File: config.mk
export PLATFORM = sky130hd
export DESIGN_NAME = script_sigop_counter
export DESIGN_NICKNAME = d
export VERILOG_FILES = /design/src/design/ssc_pkg.sv /design/src/design/ssc_cfg.sv /design/src/design/ssc_parser.sv /design/src/design/script_sigop_counter.sv
export SDC_FILE = /design/constraint.sdc
export NUM_CORES = 1
export LEC_CHECK = 0
export BUFFER_PORTS_ARGS = -buffer_cell sky130_fd_sc_hd__buf_2
export CELL_PAD_IN_SITES_DETAIL_PLACEMENT = 0
export CELL_PAD_IN_SITES_GLOBAL_PLACEMENT = 1
export CORE_ASPECT_RATIO = 0.75
export CORE_MARGIN = 4
export CORE_UTILIZATION = 45
export DETAILED_ROUTE_END_ITERATION = 10
export GPL_TIMING_DRIVEN = 0
export MAX_ROUTING_LAYER = met4
export PLACE_DENSITY_LB_ADDON = 0.1
export SLEW_MARGIN = 20
export SYNTH_ARGS = -nofsm -noshare
export SYNTH_HDL_FRONTEND = slang
export SYNTH_SLANG_ARGS = --single-unit
File: constraint.sdc
create_clock -name i_clk -period 13.9 [get_ports i_clk]
set_input_delay 2.78 -clock i_clk [delete_from_list [all_inputs] [get_ports i_clk]]
set_output_delay 2.78 -clock i_clk [all_outputs]
set_load 0.005 [all_outputs]
File: src/design/ssc_pkg.sv
// shared types, constants and opcode codes for the script signature-op counter
`timescale 1ns / 1ps
`default_nettype none

package ssc_pkg;

    localparam int COUNT_BITS = 20;
    localparam int LIMIT_W    = 20;
    localparam int SIGOP_W    = 20;
    localparam int DATA_W     = 32;
    localparam int ADDR_W     = 3;

    localparam logic [LIMIT_W-1:0] LIMIT_RESET = LIMIT_W'(80000);

    // register index, taken from paddr[2]
    localparam logic REG_SIGOP_LIMIT = 1'b0;

    localparam logic [7:0] OP_PUSH_MAX   = 8'h4e;
    localparam logic [7:0] OP_PUSHDATA1  = 8'h4c;
    localparam logic [7:0] OP_CHECKSIG   = 8'hac;
    localparam logic [7:0] OP_CHECKSIGV  = 8'had;
    localparam logic [7:0] OP_CHECKSIGADD = 8'hba;
    localparam logic [7:0] OP_CHECKMS    = 8'hae;
    localparam logic [7:0] OP_CHECKMSV   = 8'haf;
    localparam logic [7:0] OP_SMALL_LO   = 8'h51;
    localparam logic [7:0] OP_SMALL_HI   = 8'h60;
    localparam logic [7:0] OP_SMALL_BASE = 8'h50;
    localparam logic [7:0] OP_NONE       = 8'hff;

    localparam logic [4:0] MULTISIG_DEFAULT = 5'd20;

    typedef enum logic [2:0] {
        PH_OPCODE = 3'b001,
        PH_LENGTH = 3'b010,
        PH_SKIP   = 3'b100
    } t_phase;

    typedef struct packed {
        logic       tapscript_mode;
        logic       accurate_mode;
        logic       byte_present;
        logic       last_byte;
        logic [7:0] script_byte;
    } t_item;

    typedef struct packed {
        logic               limit_exceeded;
        logic [SIGOP_W-1:0] sigop_count;
    } t_result;

endpackage

`default_nettype wire

File: src/design/ssc_cfg.sv
// apb register block holding the signature-op limit
`timescale 1ns / 1ps
`default_nettype none

module ssc_cfg (
    input  wire logic                         i_clk,
    input  wire logic                         i_rst_n,
    input  wire logic                         psel,
    input  wire logic                         penable,
    input  wire logic                         pwrite,
    input  wire logic [ssc_pkg::ADDR_W-1:0]   paddr,
    input  wire logic [ssc_pkg::DATA_W-1:0]   pwdata,
    output logic      [ssc_pkg::DATA_W-1:0]   prdata,
    output logic                              pready,
    output logic      [ssc_pkg::LIMIT_W-1:0]  o_sigop_limit
);
    import ssc_pkg::*;

    logic [LIMIT_W-1:0] r_limit;
    logic               wr_en;

    assign pready = 1'b1;
    assign wr_en  = psel && penable && pwrite && pready;

    always_ff @(posedge i_clk) begin
        if (!i_rst_n) begin
            r_limit <= LIMIT_RESET;
        end else if (wr_en && (paddr[2] == REG_SIGOP_LIMIT)) begin
            r_limit <= pwdata[LIMIT_W-1:0];
        end
    end

    always_comb begin
        if (paddr[2] == REG_SIGOP_LIMIT) begin
            prdata = DATA_W'(r_limit);
        end else begin
            prdata = '0;
        end
    end

    assign o_sigop_limit = r_limit;

endmodule

`default_nettype wire

File: src/design/ssc_parser.sv
// script parser state and signature-op charge logic, one byte per step
`timescale 1ns / 1ps
`default_nettype none

module ssc_parser (
    input  wire logic                         i_clk,
    input  wire logic                         i_rst_n,
    input  wire logic                         i_step,
    input  wire ssc_pkg::t_item               i_item,
    input  wire logic [ssc_pkg::LIMIT_W-1:0]  i_sigop_limit,
    output ssc_pkg::t_result                  o_result
);
    import ssc_pkg::*;

    localparam int                CW     = COUNT_BITS + 1;
    localparam logic [63:0]       CMAX64 = (64'd1 << COUNT_BITS) - 64'd1;
    localparam logic [31:0]       CMAX   = CMAX64[31:0];

    t_phase                r_phase,  n_phase;
    logic [2:0]            r_left,   n_left;
    logic [1:0]            r_idx,    n_idx;
    logic [31:0]           r_acc,    n_acc;
    logic [31:0]           r_skip,   n_skip;
    logic [7:0]            r_prev,   n_prev;
    logic [COUNT_BITS-1:0] r_count,  n_count;
    logic                  r_ovf,    n_ovf;

    logic                  chg_req;
    logic [4:0]            chg_amt;
    logic [31:0]           lim32;
    logic [COUNT_BITS-1:0] lim;
    logic [CW-1:0]         sum;
    logic [31:0]           count_wide;
    logic [7:0]            b;

    assign b     = i_item.script_byte;
    assign lim32 = (32'(i_sigop_limit) < CMAX) ? 32'(i_sigop_limit) : CMAX;
    assign lim   = lim32[COUNT_BITS-1:0];
    assign sum   = {1'b0, r_count} + CW'(chg_amt);

    always_comb begin
        n_phase = r_phase;
        n_left  = r_left;
        n_idx   = r_idx;
        n_acc   = r_acc;
        n_skip  = r_skip;
        n_prev  = r_prev;
        n_count = r_count;
        n_ovf   = r_ovf;
        chg_req = 1'b0;
        chg_amt = 5'd1;
        if (i_item.byte_present) begin
            case (r_phase)
                PH_LENGTH: begin
                    n_acc[{r_idx, 3'b000} +: 8] = b;
                    n_idx = r_idx + 2'd1;
                    if (r_left != 3'd0) begin
                        n_left = r_left - 3'd1;
                    end
                    if (n_left == 3'd0) begin
                        if (n_acc == 32'd0) begin
                            n_phase = PH_OPCODE;
                        end else begin
                            n_skip  = n_acc;
                            n_phase = PH_SKIP;
                        end
                    end
                end
                PH_SKIP: begin
                    if (r_skip != 32'd0) begin
                        n_skip = r_skip - 32'd1;
                    end
                    if (n_skip == 32'd0) begin
                        n_phase = PH_OPCODE;
                    end
                end
                default: begin
                    if (b <= OP_PUSH_MAX) begin
                        if (b >= OP_PUSHDATA1) begin
                            n_left  = 3'd1 << (b[1:0] - OP_PUSHDATA1[1:0]);
                            n_acc   = '0;
                            n_idx   = '0;
                            n_phase = PH_LENGTH;
                        end else if (b == 8'd0) begin
                            n_phase = PH_OPCODE;
                        end else begin
                            n_skip  = 32'(b);
                            n_phase = PH_SKIP;
                        end
                    end else if (b == OP_CHECKSIG || b == OP_CHECKSIGV ||
                                 (i_item.tapscript_mode && b == OP_CHECKSIGADD)) begin
                        chg_req = 1'b1;
                    end else if (b == OP_CHECKMS || b == OP_CHECKMSV) begin
                        chg_req = 1'b1;
                        if (i_item.accurate_mode && r_prev >= OP_SMALL_LO &&
                            r_prev <= OP_SMALL_HI) begin
                            chg_amt = 5'(r_prev - OP_SMALL_BASE);
                        end else begin
                            chg_amt = MULTISIG_DEFAULT;
                        end
                    end
                    n_prev = b;
                end
            endcase
        end
        if (chg_req && !r_ovf) begin
            if (sum > {1'b0, lim}) begin
                n_ovf = 1'b1;
            end else begin
                n_count = sum[COUNT_BITS-1:0];
            end
        end
    end

    always_ff @(posedge i_clk) begin
        if (!i_rst_n) begin
            r_phase <= PH_OPCODE;
            r_left  <= '0;
            r_idx   <= '0;
            r_acc   <= '0;
            r_skip  <= '0;
            r_prev  <= OP_NONE;
            r_count <= '0;
            r_ovf   <= 1'b0;
        end else if (i_step) begin
            if (i_item.last_byte) begin
                r_phase <= PH_OPCODE;
                r_left  <= '0;
                r_idx   <= '0;
                r_acc   <= '0;
                r_skip  <= '0;
                r_prev  <= OP_NONE;
                r_count <= '0;
                r_ovf   <= 1'b0;
            end else begin
                r_phase <= n_phase;
                r_left  <= n_left;
                r_idx   <= n_idx;
                r_acc   <= n_acc;
                r_skip  <= n_skip;
                r_prev  <= n_prev;
                r_count <= n_count;
                r_ovf   <= n_ovf;
            end
        end
    end

    assign count_wide              = 32'(n_count);
    assign o_result.sigop_count    = count_wide[SIGOP_W-1:0];
    assign o_result.limit_exceeded = n_ovf;

    a_len_nonzero: assert property (@(posedge i_clk) disable iff (!i_rst_n)
        (r_phase == PH_LENGTH) |-> (r_left != 3'd0))
        else $error("length phase with no length bytes left");

    a_end_clears: assert property (@(posedge i_clk) disable iff (!i_rst_n)
        (i_step && i_item.last_byte) |=>
            (r_count == '0 && !r_ovf && r_phase == PH_OPCODE && r_prev == OP_NONE))
        else $error("state not cleared after end of script");

    a_ovf_sticky: assert property (@(posedge i_clk) disable iff (!i_rst_n)
        (r_ovf && !(i_step && i_item.last_byte)) |=> r_ovf)
        else $error("overflow flag dropped inside a script");

endmodule

`default_nettype wire

File: src/design/script_sigop_counter.sv
// top level: input register, parser, result register and apb register block
`timescale 1ns / 1ps
`default_nettype none

// One script byte per beat, one beat accepted in every cycle but for the stall
// below. A beat is held in an input register and parsed from there; its result
// (only on the beat with tlast) is registered in the result register, shows on
// the master side and waits there until taken. s_axis_tready drops only while a
// tlast beat sits behind a result that has not been taken yet; other beats keep
// flowing past a waiting result. An empty script is a beat with tuser bit 0 low
// and tlast high. The limit register at byte address 0 resets to 80000.
module script_sigop_counter (
    input  wire logic                         i_clk,
    input  wire logic                         i_rst_n,
    input  wire logic                         s_axis_tvalid,
    output logic                              s_axis_tready,
    input  wire logic [7:0]                   s_axis_tdata,  // script_byte
    input  wire logic                         s_axis_tlast,  // last_byte
    input  wire logic [2:0]                   s_axis_tuser,  // byte_present, accurate_mode,
                                                             // tapscript_mode
    output logic                              m_axis_tvalid,
    input  wire logic                         m_axis_tready,
    output logic      [23:0]                  m_axis_tdata,  // sigop_count[19:0],
                                                             // limit_exceeded, zero pad
    input  wire logic                         psel,
    input  wire logic                         penable,
    input  wire logic                         pwrite,
    input  wire logic [ssc_pkg::ADDR_W-1:0]   paddr,
    input  wire logic [ssc_pkg::DATA_W-1:0]   pwdata,
    output logic      [ssc_pkg::DATA_W-1:0]   prdata,
    output logic                              pready
);
    import ssc_pkg::*;

    logic               r_in_valid;
    t_item              r_in;
    logic               r_out_valid;
    t_result            r_out;
    t_result            res;
    logic               step;
    logic               s_beat;
    logic [LIMIT_W-1:0] sigop_limit;

    assign step          = r_in_valid && (!r_in.last_byte || !r_out_valid || m_axis_tready);
    assign s_axis_tready = !r_in_valid || step;
    assign s_beat        = s_axis_tvalid && s_axis_tready;

    always_ff @(posedge i_clk) begin
        if (!i_rst_n) begin
            r_in_valid <= 1'b0;
        end else if (s_beat) begin
            r_in_valid <= 1'b1;
        end else if (step) begin
            r_in_valid <= 1'b0;
        end
    end

    always_ff @(posedge i_clk) begin
        if (s_beat) begin
            r_in.script_byte    <= s_axis_tdata;
            r_in.last_byte      <= s_axis_tlast;
            r_in.byte_present   <= s_axis_tuser[0];
            r_in.accurate_mode  <= s_axis_tuser[1];
            r_in.tapscript_mode <= s_axis_tuser[2];
        end
    end

    ssc_cfg u_cfg (
        .i_clk         (i_clk),
        .i_rst_n       (i_rst_n),
        .psel          (psel),
        .penable       (penable),
        .pwrite        (pwrite),
        .paddr         (paddr),
        .pwdata        (pwdata),
        .prdata        (prdata),
        .pready        (pready),
        .o_sigop_limit (sigop_limit)
    );

    ssc_parser u_parser (
        .i_clk         (i_clk),
        .i_rst_n       (i_rst_n),
        .i_step        (step),
        .i_item        (r_in),
        .i_sigop_limit (sigop_limit),
        .o_result      (res)
    );

    always_ff @(posedge i_clk) begin
        if (!i_rst_n) begin
            r_out_valid <= 1'b0;
        end else if (step && r_in.last_byte) begin
            r_out_valid <= 1'b1;
        end else if (m_axis_tready) begin
            r_out_valid <= 1'b0;
        end
    end

    always_ff @(posedge i_clk) begin
        if (step && r_in.last_byte) begin
            r_out <= res;
        end
    end

    assign m_axis_tvalid = r_out_valid;
    assign m_axis_tdata  = {3'b000, r_out.limit_exceeded, r_out.sigop_count};

    a_result_posted: assert property (@(posedge i_clk) disable iff (!i_rst_n)
        (step && r_in.last_byte) |=> r_out_valid)
        else $error("end of script beat gave no result");

    a_stall_cause: assert property (@(posedge i_clk) disable iff (!i_rst_n)
        !s_axis_tready |-> (r_in_valid && r_in.last_byte && r_out_valid && !m_axis_tready))
        else $error("input stalled without a waiting result");

    a_no_step_idle: assert property (@(posedge i_clk) disable iff (!i_rst_n)
        step |-> r_in_valid)
        else $error("parser stepped on an empty input register");

endmodule

`default_nettype wire

==> impl_metrics.csv, run 1 <==
group,metric,value,unit
outcome,outcome,"finished clean",
detailed_routing,drc_errors,0,
hold_path,min_from,"u_cfg.o_sigop_limit[8]$_SDFFE_PN0P_",
detailed_routing,wl_met2,11930,um
floorplan,ios,113,
clock_network,cts_setup_buffers,0,
clock_network,cts_tree,"done",
global_route,grtUsageTotal,0.2744,
clock_network,cts.repair.resized,0,
final_layout,antenna_cells,0,
final_layout,multiInputGateArea,5630,um2
global_route,grt_overflow,0,
yosys,yosys-top-cells-area,"dfxtp_1, edfxtp_1, nand2_1, a21oi_1, nor2_1",
power_and_ir_drop,power_density,96.75,nW/um2
yosys,synthFlopType,"dfxtp_1",
final_layout,area_growth,15.05,%
detailed_routing,dr.pass1.iters,6,
yosys,synth_top_area_share,0.2558,
worst_setup_path,crit_chain,"clkbuf_1 > and4b_1 > nand3_1 > nor3_1 > nand3_1 > fa_1 > nor2b_1 > o21ai_0 > a21boi_1 > o2111ai_1 > or2_2 > xnor2_1 > ha_1 > a21o_1 > a21oi_1 > nor2b_1 > o21ai_0 > o31ai_2 > and2_0 > clkbuf_1 > nand2_1 > xnor2_1",
global_route,antenna_found_initial,0,
global_route,grt_max_degree,23,
yosys,post-synth-top-area-cell,"dfxtp_1",
floorplan,die_y,134.7,um
clock_network,clkTransAtPathRegs,70,ps
detailed_routing,routedWlPerCell,19.71,um
yosys,synthesis.area,9625,um2
hold_path,hp-class,"reg -> reg",
global_route,grt_pass1_vias,8125,
flow_run,maxCapViolCount,0,
yosys,yosys_warnings,0,
sta,fin_setup_tns,0,ps
sta,hold_viol,0,
detailed_routing,wl_met1,16280,um
worst_setup_path,timing.critical_path.from,"r_in[7]$_DFFE_PP_",
worst_setup_path,crit_buf_inv,2,
floorplan,die_area,23820,um2
detailed_routing,route.met3.wl,3739,um
yosys,synth_seq_cells,156,
final_layout,final-seq-area,3453,um2
worst_setup_path,cp_data_required_time,14070,ps
final_layout,fin_nets,1425,
floorplan,coreArea,21070,um2
worst_setup_path,crit_family,"simple AND/OR/NAND/NOR gates",
worst_setup_path,end_kind,"register",
yosys,yosysSeqAreaShare,0.3588,
detailed_routing,wirelength,32270,um
sta,drv_slew,0,
worst_setup_path,startpoint_type,"register",
detailed_routing,vias,9322,
yosys,postSynthCellCount,1221,
worst_setup_path,crit_cells,22,
clock_network,clock_path_buffers,2,
sta,fmax,0.1341,GHz
power_and_ir_drop,irDropWorstVdd,72.14,uV
clock_network,worstSkewPairLatency,440,ps
final_layout,layout_common_cells,"nand2_1, dfxtp_1, nor2_1",
power_and_ir_drop,p_total,1071,uW
worst_setup_path,cp_slowest_stage_delay,670,ps
clock_network,cts_buffers,17,
sta,skew,11.99,ps
floorplan,rows,46,
detailed_routing,dr.first_iter.drc_count,1055,
worst_setup_path,critPathKind,"reg -> reg",
detailed_routing,highest-signal-layer,"met4",
sta,fin_crit,7455,ps
global_route,grt_first_pass_wirelength,48970,um
sta,post-route-period-util,0.5363,
worst_setup_path,r2r_setup_slack,6440,ps
sta,rsz0062_at_grt,"false",
worst_setup_path,rr_startpoint,"r_in[7]$_DFFE_PP_",
detailed_routing,antenna_left,0,
place,gp_congestion,0.9470,
sta,slew_headroom,0.2953,
worst_setup_path,arrival,7620,ps
floorplan,die_width,176.9,um
worst_setup_path,worstPathMaxFanout,10,
final_layout,num-fill-cells,2083,
sta,finalSetupViolCount,0,
clock_network,cts_sinks,156,
sta,worst_pin_slew,1055,ps
worst_setup_path,worstSetupEndpoint,"m_axis_tdata[7]$_DFFE_PP_",
yosys,synth_edf_count,33,
place,hpwl,24660,um
yosys,syn_avg_cell_area,7.883,um2
clock_network,htree_levels,4,
worst_setup_path,ff2ff_path_depth,22,
power_and_ir_drop,leakagePower,0.004450,uW
worst_setup_path,critPathSlowestCell,"o31ai_2",
yosys,synth.distinct_cells,74,
floorplan,start_util,0.4569,
clock_network,cts_hold_buf,0,
clock_network,clock-root-buffer,"clkbuf_16",
final_layout,drive_gt1_frac,0.1164,
final_layout,layout_commonest_cell,"nand2_1",
detailed_routing,via_per_inst,5.695,
worst_setup_path,reg2reg_to,"m_axis_tdata[7]$_DFFE_PP_",
yosys,synthArstFlopShare,0,
place,port_buffers,82,
## cell families (layout without fill, tap and decap cells)
logic type | after synthesis | after routing | synth area share
flip-flops | 156 | 156 | 0.3588
AND/OR/NAND/NOR | 525 | 525 | 0.2775
buffers and inverters | 146 | 260 | 0.06369
multiplexers | 11 | 11 | 0.01157
AO/OA/AOI/OAI | 298 | 298 | 0.1977
XOR/XNOR | 48 | 48 | 0.04368
other | 2 | 16 | 0.0007802
adder cells (fa/ha/maj) | 35 | 35 | 0.04628
## state kept, by name (all words and copies together) (netlist names)
signal,flops
m_axis_tdata,21
m_axis_tvalid,1
r_in,12
r_in_valid,1
u_cfg.o_sigop_limit,20
u_parser.r_acc,32
u_parser.r_count,20
u_parser.r_idx,2
u_parser.r_left,3
u_parser.r_ovf,1
u_parser.r_phase,3
u_parser.r_prev,8
u_parser.r_skip,32
## cell usage after synthesis, types with 15 or more instances
| cell | number |
|---|---|
| nand2_1 | 144 |
| dfxtp_1 | 123 |
| nor2_1 | 118 |
| a21oi_1 | 103 |
| clkbuf_1 | 79 |
| nor2b_1 | 60 |
| nor3_1 | 51 |
| o21ai_0 | 46 |
| inv_1 | 42 |
| ha_1 | 34 |
| nand3_1 | 34 |
| edfxtp_1 | 33 |
| xnor2_1 | 31 |
| a21boi_0 | 24 |
| o211ai_1 | 23 |
| o22ai_1 | 21 |
| xor2_1 | 17 |
| buf_4 | 16 |
| nand4_1 | 15 |
## worst register-to-register path, delay by kind of cell, from the launching register on
family	cells	cell delay, ps
and+or+nand+nor	9	2450
AOI/OAI and AO/OA	7	2120
buffers and inverters	2	1100
adders and majority gates	2	780
xor gates and xnor gates	2	440
DFF	1	320
## per-layer routing
metal	vias to the layer above	track usage
met4	0	0.04983
met1	4337	0.4228
met2	419	0.3366
li1	4542	-
met5	-	-
met3	24	0.1019
## final cells by class
type,instances,share of cell area
Buffer,104,0.04113
Sequential cell,156,0.3118
Tap cell,288,0.03254
Clock inverter,9,0.008700
Timing Repair Buffer,82,0.03706
Clock buffer,23,0.04610
Inverter,42,0.01424
Multi-Input combinational cell,933,0.5084
## per-stage QoR
step,util,std cells,setup slack (ps),area [um2],hold slack [ps]
2_1_floorplan,-,1235,7991,9678,436.3
3_3_place_gp,0.4960,1605,6447,10450,443.3
3_5_place_dp,0.4966,1605,6400,10460,448.3
4_1_cts,0.5254,1637,6364,11070,457.2
5_1_grt,0.5257,1637,6030,11070,482.2
6_report,0.5257,1637,6445,11070,455.7
## how the worst min path moves through the flow
stage,to,slack [ps],depth (start not counted)
floorplan,u_cfg.o_sigop_limit[10]$_SDFFE_PN0P_,440,2
global placement,u_cfg.o_sigop_limit[8]$_SDFFE_PN0P_,440,2
detailed placement,u_cfg.o_sigop_limit[8]$_SDFFE_PN0P_,450,2
CTS,u_cfg.o_sigop_limit[8]$_SDFFE_PN0P_,460,2
global route,u_cfg.o_sigop_limit[9]$_SDFFE_PN0P_,480,2
finish,u_cfg.o_sigop_limit[8]$_SDFFE_PN0P_,460,2
## power breakdown
part,internal [uW],switching (uW),total [uW]
registers,468,4.22,472
logic,37.8,74.4,112
clock network,281,206,487
total,787,284,1070
Note: power is estimated with default switching activity, not from simulation.
==> run 2, diff against run 1 <==
--- a/config.mk
+++ b/config.mk
@@ -5,12 +5,13 @@
 export SDC_FILE = /design/constraint.sdc
 export NUM_CORES = 1
 export LEC_CHECK = 0
+export ABC_AREA = 1
 export BUFFER_PORTS_ARGS = -buffer_cell sky130_fd_sc_hd__buf_2
 export CELL_PAD_IN_SITES_DETAIL_PLACEMENT = 0
 export CELL_PAD_IN_SITES_GLOBAL_PLACEMENT = 1
 export CORE_ASPECT_RATIO = 0.75
 export CORE_MARGIN = 4
-export CORE_UTILIZATION = 45
+export CORE_UTILIZATION = 39
 export DETAILED_ROUTE_END_ITERATION = 10
 export GPL_TIMING_DRIVEN = 0
 export MAX_ROUTING_LAYER = met4
==> constraint.sdc (replaced) <==
create_clock -name i_clk -period 6.17 [get_ports i_clk]
set_input_delay 1.234 -clock i_clk [delete_from_list [all_inputs] [get_ports i_clk]]
set_output_delay 1.234 -clock i_clk [all_outputs]
set_load 0.005 [all_outputs]
==> impl_metrics.csv, run 2 <==
group,metric,value,unit
sta,fin_setup_tns,0,ps
yosys,postSynthCellCount,1455,
final_layout,finalNonFillerCells,1920,
detailed_routing,routedWlPerCell,19.03,um
yosys,post-synth-top-area-cell,"dfxtp_1",
outcome,outcome,"finished clean",
worst_setup_path,ff2ff_path_depth,29,
yosys,synth_seq_cells,156,
final_layout,layout_common_cells,"nand2_1, nor2_1, inv_1",
worst_setup_path,critPathMostFrequentCell,"nand2_1",
final_layout,num-fill-cells,2671,
yosys,synthFlopType,"dfxtp_1",
place,hpwl,28930,um
place,dp_cells,1888,
clock_network,clock-root-buffer,"clkbuf_16",
sta,finalSetupViolCount,0,
worst_setup_path,startpoint_type,"register",
detailed_routing,dr.pass1.iters,5,
sta,slew_headroom,0.3753,
yosys,yosys-top-cells-area,"dfxtp_1, nand2_1, edfxtp_1, nor2_1, nand3_1",
global_route,grt_max_degree,23,
detailed_routing,dr.first_iter.drc_count,1106,
worst_setup_path,rr_startpoint,"u_parser.r_phase[2]$_SDFFE_PN0P_",
yosys,yosys_warnings,0,
power_and_ir_drop,p_total,2821,uW
sta,drv_slew,0,
floorplan,die_width,192.3,um
floorplan,die_area,28110,um2
sta,worst_pin_slew,936.0,ps
final_layout,final_util,0.4581,
yosys,yosysSeqAreaShare,0.3477,
worst_setup_path,arrival,5890,ps
sta,post-route-period-util,0.9228,
detailed_routing,via_per_inst,5.369,
hold_path,min_from,"u_parser.r_prev[7]$_SDFFE_PN1P_",
power_and_ir_drop,power_density,246.1,nW/um2
sta,holdWs,468.7,ps
detailed_routing,wirelength,36530,um
clock_network,cts_tree,"done",
final_layout,drive_gt1_frac,0.1372,
worst_setup_path,crit_family,"simple AND/OR/NAND/NOR gates",
yosys,ys_top_cells_by_count,"nand2_1, nor2_1, inv_1",
floorplan,rows,50,
hold_path,hp-class,"reg -> reg",
global_route,grt_pass1_vias,8899,
clock_network,clock_path_buffers,2,
worst_setup_path,end_kind,"register",
hold_path,hold_depth,2,
hold_path,min_to,"u_parser.r_prev[7]$_SDFFE_PN1P_",
final_layout,layout_commonest_cell,"nand2_1",
place,port_buffers,81,
floorplan,start_util,0.3970,
worst_setup_path,r2r_setup_slack,480,ps
final_layout,antenna_cells,0,
clock_network,cts_buffers,17,
clock_network,clkTransAtPathRegs,70,ps
yosys,synth_edf_count,33,
worst_setup_path,reg2reg_to,"m_axis_tdata[6]$_DFFE_PP_",
global_route,grt_overflow,0,
yosys,synthesis.area,9933,um2
global_route,grt_first_pass_wirelength,54500,um
sta,fmax,0.1756,GHz
worst_setup_path,worstPathMaxFanout,10,
global_route,antenna_found_initial,0,
detailed_routing,antenna_left,0,
detailed_routing,drc_errors,0,
floorplan,die_y,146.2,um
yosys,synth.distinct_cells,52,
yosys,syn_avg_cell_area,6.827,um2
yosys,yosysMostFrequentCell,"nand2_1",
final_layout,fin_nets,1658,
worst_setup_path,cp_data_required_time,6370,ps
floorplan,coreArea,25020,um2
worst_setup_path,cp_slowest_stage_delay,420,ps
flow_run,maxCapViolCount,0,
power_and_ir_drop,leakagePower,0.005110,uW
power_and_ir_drop,irDropWorstVdd,193.4,uV
global_route,grtUsageTotal,0.2626,
yosys,synthArstFlopShare,0,
detailed_routing,vias,10310,
worst_setup_path,critPathKind,"reg -> reg",
yosys,synth_top_area_share,0.2479,
final_layout,area_growth,15.39,%
clock_network,htree_levels,4,
floorplan,ios,113,
sta,hold_viol,0,
worst_setup_path,crit_buf_inv,7,
clock_network,cts_hold_buf,0,
sta,fin_crit,5694,ps
clock_network,worstSkewPairLatency,440,ps
clock_network,cts_sinks,156,
sta,skew,13.59,ps
worst_setup_path,timing.critical_path.from,"u_parser.r_phase[2]$_SDFFE_PN0P_",
worst_setup_path,critPathSlowestCell,"fa_1",
place,gp_congestion,0.9951,
sta,rsz0062_at_grt,"false",
-- run 2: changes by cell type in the layout (fill, tap and decap cells not counted), sizes merged, moves of 12 or more --
cell / change
nand2: +149
inv: +113
nand3: +98
nor2: +81
o21ai: +77
nor2b: -60
clkbuf: -46
nor3: -32
xnor2: -27
a21boi: -24
buf: +17
a21oi: +16
o211ai: -12
-- run 2: worst max path at each step --
stage | endpoint | depth (start not counted)
after detailed placement | m_axis_tdata[6]$_DFFE_PP_ | 29
after CTS | m_axis_tdata[6]$_DFFE_PP_ | 29
after global placement | m_axis_tdata[6]$_DFFE_PP_ | 27
final | m_axis_tdata[6]$_DFFE_PP_ | 29
after global routing | m_axis_tdata[6]$_DFFE_PP_ | 29
after floorplan | m_axis_tdata[18]$_DFFE_PP_ | 28
-- run 2: where the power goes --
part	total (uW)	internal, uW	switching [uW]
sequential	1100	1080	26.0
clock	1160	686	479
combinational	554	170	384
-- run 2: logic make-up after synthesis --
group	count (synthesis)	share of synthesized area
AND/OR/NAND/NOR	707	0.3174
XOR/XNOR	23	0.02028
adder cells (fa/ha/maj)	35	0.04484
flip-flops	156	0.3477
buffers and inverters	240	0.1040
AO/OA/AOI/OAI	292	0.1650
other	2	0.0007560
-- run 2: timing repair --
item | CTS | global route
setup endpoints to repair | 0 | 1
hold endpoints to repair | 0 | 0
gates resized for setup | 0 | 2
buffers inserted | 0 | 0
-- run 2: layout make-up --
type / count / area [um2] / area share
sequential: 156 / 3453 / 0.3013
multi-input combinational: 1073 / 5509 / 0.4806
buffer: 82 / 435.4 / 0.03799
timing repair buffer: 81 / 405.4 / 0.03537
inverter: 158 / 598.1 / 0.05218
clock buffer: 17 / 425.4 / 0.03711
tap: 338 / 422.9 / 0.03690
clock inverter: 15 / 212.7 / 0.01856
-- run 2: stage by stage --
step	area (um2)	worst slack (ps)
6_report	11460	476.5
4_1_cts	11450	447.6
3_5_place_dp	10810	468.0
5_1_grt	11460	152.0
3_3_place_gp	10810	454.0
2_1_floorplan	9986	1760
-- run 2: worst register-to-register path: cells and delay by family, from the launching register on --
| family | cells | cell delay, ps |
|---|---|---|
| simple gates | 14 | 2480 |
| fa+ha+maj | 3 | 970 |
| flops | 1 | 350 |
| compound gates | 4 | 430 |
| xor+xnor | 1 | 340 |
| buf+inv | 7 | 870 |
-- run 2: per-layer routing --
layer  track usage  vias to the layer above  wire length, um
met3       0.07361                       21             3894
met5             -                        -                0
li1              -                     5015                -
met1        0.4451                     4806            19640
met4       0.03528                        0              223
met2        0.2980                      467            12780
